--- config.mk ---
export PLATFORM = sky130hd
export DESIGN_NAME = vsq_rotate_stage
export DESIGN_NICKNAME = d
export VERILOG_FILES = /design/src/rtl/vsq_pkg.sv /design/src/rtl/vsq_rotate_stage.sv
export SDC_FILE = /design/constraint.sdc
export NUM_CORES = 1
export LEC_CHECK = 0
export BUFFER_PORTS_ARGS = -buffer_cell sky130_fd_sc_hd__buf_4
export CAP_MARGIN = 5
export CORE_AREA = 5 5 270 272
export CTS_CLUSTER_DIAMETER = 50
export DETAILED_ROUTE_END_ITERATION = 6
export DIE_AREA = 0 0 275 277
export PLACE_DENSITY_LB_ADDON = 0.05
export SETUP_SLACK_MARGIN = 0.5
export SYNTH_ARGS = -nofsm -noshare
export SYNTH_HDL_FRONTEND = slang
export SYNTH_SLANG_ARGS = --single-unit
--- constraint.sdc ---
create_clock -name clock -period 19.8 [get_ports clock]
set_input_delay 2.97 -clock clock [delete_from_list [all_inputs] [get_ports clock]]
set_output_delay 2.97 -clock clock [all_outputs]
set_load 0.005 [all_outputs]
--- src/rtl/vsq_pkg.sv ---
// Shared types and constants for the velocity swept quadrilateral block.
// Holds the transaction payload structs, the CORDIC word formats and the
// output saturation helper. No dependencies.
`timescale 1ns / 1ps

package vsq_pkg;

   // Velocity enters the CORDIC with GUARD_BITS extra fraction bits
   localparam int GUARD_BITS = 16;
   // Gain product u = r * INV_GAIN_Q30 is rounded back by ROUND_BITS
   localparam int ROUND_BITS = 30;
   // x/y hold the velocity, up to 2^39 after the guard shift, times CORDIC gain
   localparam int XW = 44;
   // u/w hold r * 1/K in Q30, below 2^54, times CORDIC gain
   localparam int UW = 58;
   // Offset and sweep components, the size of the radius or of the velocity
   localparam int OW = 27;
   // Corner sums before saturation
   localparam int SW = 35;
   localparam int NUM_CORNER_COORDS = 8;

   localparam logic [29:0] INV_GAIN_Q30 = 30'd652032874;

   typedef struct packed {
      logic signed [31:0] center_x;
      logic signed [31:0] center_y;
      logic signed [23:0] speed_x;
      logic signed [23:0] speed_y;
      logic [23:0]        circle_radius;
   } req_type;

   typedef struct packed {
      logic signed [31:0] c1_x;
      logic signed [31:0] c1_y;
      logic signed [31:0] c2_x;
      logic signed [31:0] c2_y;
      logic signed [31:0] c3_x;
      logic signed [31:0] c3_y;
      logic signed [31:0] c4_x;
      logic signed [31:0] c4_y;
      logic               clipped;
   } rsp_type;

   typedef struct packed {
      logic signed [XW-1:0] x;
      logic signed [XW-1:0] y;
      logic signed [UW-1:0] u;
      logic signed [UW-1:0] w;
   } cord_type;

   // Data that rides alongside the rotation stages untouched
   typedef struct packed {
      logic signed [31:0] px;
      logic signed [31:0] py;
      logic signed [23:0] vx;
      logic signed [23:0] vy;
      logic [23:0]        r;
      logic               flip;
      logic               still;
      logic               stretch;
   } side_type;

   typedef logic signed [SW-1:0] sum_type;

   // Returns {clip, value}: value clamped to the signed 32-bit range
   function automatic logic [32:0] sat32(input logic signed [SW-1:0] v);
      logic [32:0] res;
      if (v[SW-1:31] == '0 || v[SW-1:31] == '1) begin
         res = {1'b0, v[31:0]};
      end else if (v[SW-1]) begin
         res = {1'b1, 32'h8000_0000};
      end else begin
         res = {1'b1, 32'h7FFF_FFFF};
      end
      return res;
   endfunction

endpackage

--- src/rtl/vsq_rotate_stage.sv ---
// One vectoring CORDIC micro-rotation with its pipeline register.
// Drives (x, y) toward the x axis and turns (u, w) the opposite way.
// Depends on vsq_pkg.
`timescale 1ns / 1ps

module vsq_rotate_stage #(
   parameter int SHIFT = 0
) (
   input  logic              clock,
   input  logic              reset,
   input  logic              in_valid,
   output logic              in_stall,
   input  vsq_pkg::cord_type in_cord,
   input  vsq_pkg::side_type in_side,
   output logic              out_valid,
   input  logic              out_stall,
   output vsq_pkg::cord_type out_cord,
   output vsq_pkg::side_type out_side
);
   import vsq_pkg::*;

   logic     valid_ff;
   logic     take;
   cord_type cord_ff;
   cord_type cord_in;
   side_type side_ff;

   always_comb begin
      if (!in_cord.y[XW-1]) begin
         cord_in.x = in_cord.x + (in_cord.y >>> SHIFT);
         cord_in.y = in_cord.y - (in_cord.x >>> SHIFT);
         cord_in.u = in_cord.u - (in_cord.w >>> SHIFT);
         cord_in.w = in_cord.w + (in_cord.u >>> SHIFT);
      end else begin
         cord_in.x = in_cord.x - (in_cord.y >>> SHIFT);
         cord_in.y = in_cord.y + (in_cord.x >>> SHIFT);
         cord_in.u = in_cord.u + (in_cord.w >>> SHIFT);
         cord_in.w = in_cord.w - (in_cord.u >>> SHIFT);
      end
   end

   // A bubble in this stage can always be filled
   assign take     = !valid_ff || !out_stall;
   assign in_stall = !take;

   always_ff @(posedge clock) begin
      if (reset) begin
         valid_ff <= 1'b0;
      end else if (take) begin
         valid_ff <= in_valid;
      end
   end

   always_ff @(posedge clock) begin
      if (take && in_valid) begin
         cord_ff <= cord_in;
         side_ff <= in_side;
      end
   end

   assign out_valid = valid_ff;
   assign out_cord  = cord_ff;
   assign out_side  = side_ff;

endmodule

==> summary.txt <==
run status: completed
post-synth cell types: 84
DRC Markers: 0
commonest register cell after synthesis: edfxtp_1
Setup crit start kind: primary input
CP max stage delay: 0.70 ns
Reg clk slew, reported paths: 0.05 ns
core region area: 70500 um^2
Leak Pwr: 16.1 nW
routability congestion estimate: 0.998
Die W: 275 um
slew margin rel.: 25.7%
Seq. cell area: 10300 um^2
HP Class: flip-flop to flip-flop
Final Hold Viols: 0
Skew-Pair Late Insertion Delay: 0.62 ns
DRT iter0 DRCs: 2735
worst-case clock buffer depth: 3
post-CTS resize count: 0
synthesized area: 29600 um^2
DRT antenna net count: 0
post-route minimum period: 6.70 ns
RSZ-0062 raised after global routing: false
TNS Setup: 0 ns
row count: 98
Total Power: 0.00276 W
layout cells sized above 1: 20.6%
Worst Path Required: 20.16 ns
met3 WL: 11400 um
top layer in use: met5
Crit. End Element: flip-flop
synth warn: 0
register area share after synthesis: 34.7%
Fillers: 6803
die area: 76200 um^2
Avg Cell Area, Syn: 8.77 um^2
vias in the first global route: 27600
DP HPWL: 103000 um
wirelength, routed: 126000 um
Slew @ Worst Pin: 1.11 ns
worst-path cell chain: buf_4 > ha_1 > fa_1 > nor2b_1 > o311ai_0 > o21ai_0 > o21ai_1 > a21oi_1 > o311ai_0 > o211ai_1 > a31oi_1 > o22ai_1 > xnor2_1
first-pass GRT wire length: 181000 um
Via-to-Cell Ratio: 5.82
Slew Limit Fails: 0
leading area contributor after synthesis: edfxtp_1
Max Freq: 149 MHz
DR vias: 28900
Met2 Wirelength: 58200 um
Mapped Nets: 4042
peak supply drop: 0.0770 mV
FF+latch count, synth: 342
total gr overflow: 0
fin nets: 4639
Pwr Density: 74.5 nW/um^2
top cell type's share of synthesized area: 34.6%
Initial Utilization: 41.9%
postcts setup bufs: 0
Worst path slowest cell: o311ai_0
CP Class: primary input to flip-flop
setup violators final: 0
first-pass detailed-route iteration total: 7
CTS tree: built
max cap viols: 0
Critical Path AT: 7.06 ns
largest net degree at the start of global routing: 102
Num CTS Buffers: 49
Met1 Routed Length: 50000 um
synth top area cells: edfxtp_1 35%, ha_1 13%, a21oi_1 7.7%
I/O pin total: 692
chip height: 277 um
worst clock skew: 0.0312 ns
Post-synth ARST share: 0%
port bufs: 691
final worst path period share: 33.9%
clock sink total: 342
root buf cell: clkbuf_16
Area Growth Syn to Fin: 25.6%
cell count after synthesis: 3373
CTS HTree Levels: 2
Post-CTS Hold Buffers: 0
area occupied by multi-input gates: 17500 um^2
Avg WL per Cell: 25.4 um
Total GRT Usage: 31.1%
most frequent CP cell: o311ai_0
initial antenna violation count: 24
Post-synth EDFFs: 341
CP max FO: 4
## synthesized netlist by cell type (all sizes together), types with 12 or more instances
library cell    n
nand2b         29
nor2          258
nand3          51
xor2           22
a31oi          23
a211oi         40
o21ai         248
inv           319
ha            316
o21a           23
mux2i          48
a21oi         457
a21boi         14
nand4          55
edfxtp        341
clkbuf         95
nand2         175
nor3           68
xnor2         171
and2           17
nor4           40
a221oi         12
o211ai         40
o21bai         88
a21o           83
o31ai          44
or3            14
nor2b          39
buf            60
## per-layer routing
| metal | track usage [%] | vias up |
|---|---|---|
| met5 | 0 | - |
| met4 | 13.2 | 30 |
| met3 | 7.69 | 274 |
| met2 | 50.7 | 1407 |
| met1 | 39.1 | 13800 |
| li1 | - | 13500 |
## path summary, 6_finish.rpt
check | startpoint | end | slack [ns] | cells after the start
max | in_cord[0] | out_cord[114] | 13.10 | 13
max reg2reg | out_valid | out_cord[47] | 16.36 | 4
min | out_valid | out_valid | 0.68 | 3
min reg2reg | out_valid | out_valid | 0.68 | 3
## kinds of logic (layout without fill, tap and decap cells)
| family | after synthesis | after routing | synth area share, % |
|---|---|---|---|
| AO/OA/AOI/OAI | 1187 | 1187 | 24.8 |
| XOR/XNOR | 193 | 193 | 5.72 |
| adder cells (fa/ha/maj) | 322 | 322 | 13.8 |
| buffers and inverters | 479 | 1116 | 6.23 |
| flip-flops | 342 | 342 | 34.7 |
| multiplexers | 52 | 52 | 1.78 |
| other | 0 | 10 | 0 |
| AND/OR/NAND/NOR | 798 | 798 | 13.0 |
## where the power goes
group / switching, W / internal, W / leakage (nW)
clock: 0.000361 / 0.000544 / 0.813
sequential: 0.0000294 / 0.000909 / 3.31
combinational: 0.000561 / 0.000360 / 12.0
total: 0.000952 / 0.00181 / 16.1
## critical path, delay by kind of cell
kind                     cells  cell delay, ns
AO/OA/AOI/OAI                8            2.99
adder cells (fa/ha/maj)      2            0.64
AND/OR/NAND/NOR              1            0.18
XOR/XNOR                     1            0.16
buffers and inverters        1            0.12
## per-stage QoR
stage          hold slack (ns)  cell area, um^2  worst slack, ns  utilization (%)  cells
2_1_floorplan            0.624            29600            0.529                -   3373
5_1_grt                  0.742            37100            12.97             52.7   4966
3_5_place_dp             0.670            35400            12.60             50.2   4869
3_3_place_gp             0.673            35400            12.66             50.2   4869
4_1_cts                  0.681            37100            13.27             52.6   4960
6_report                 0.681            37100            13.10             52.7   4970
## layout by cell type (no fill, tap or decap), drive strengths merged, types with 22 or more instances in the layout
| cell | count |
|---|---|
| a211oi | 40 |
| a21o | 83 |
| a21oi | 457 |
| a31oi | 23 |
| buf | 700 |
| clkbuf | 58 |
| edfxtp | 341 |
| ha | 316 |
| inv | 328 |
| mux2i | 48 |
| nand2 | 175 |
| nand2b | 29 |
| nand3 | 51 |
| nand4 | 55 |
| nor2 | 258 |
| nor2b | 39 |
| nor3 | 68 |
| nor4 | 40 |
| o211ai | 40 |
| o21a | 23 |
| o21ai | 248 |
| o21bai | 88 |
| o31ai | 44 |
| xnor2 | 171 |
| xor2 | 22 |
## layout make-up
type	instances	share of cell area [%]
repair buffers	701	14.2
multi-input cells	2552	47.1
clock inverters	34	1.19
clock buffers	57	3.38
diodes	10	0.0674
flip-flops and latches	342	27.6
well taps	950	3.20
inverters	324	3.28
## registers in the layout, indices dropped and copies added, names as in the netlist
name and count:
out_side 139, out_cord 202, out_valid 1
Power figures use the tool's default switching activity.
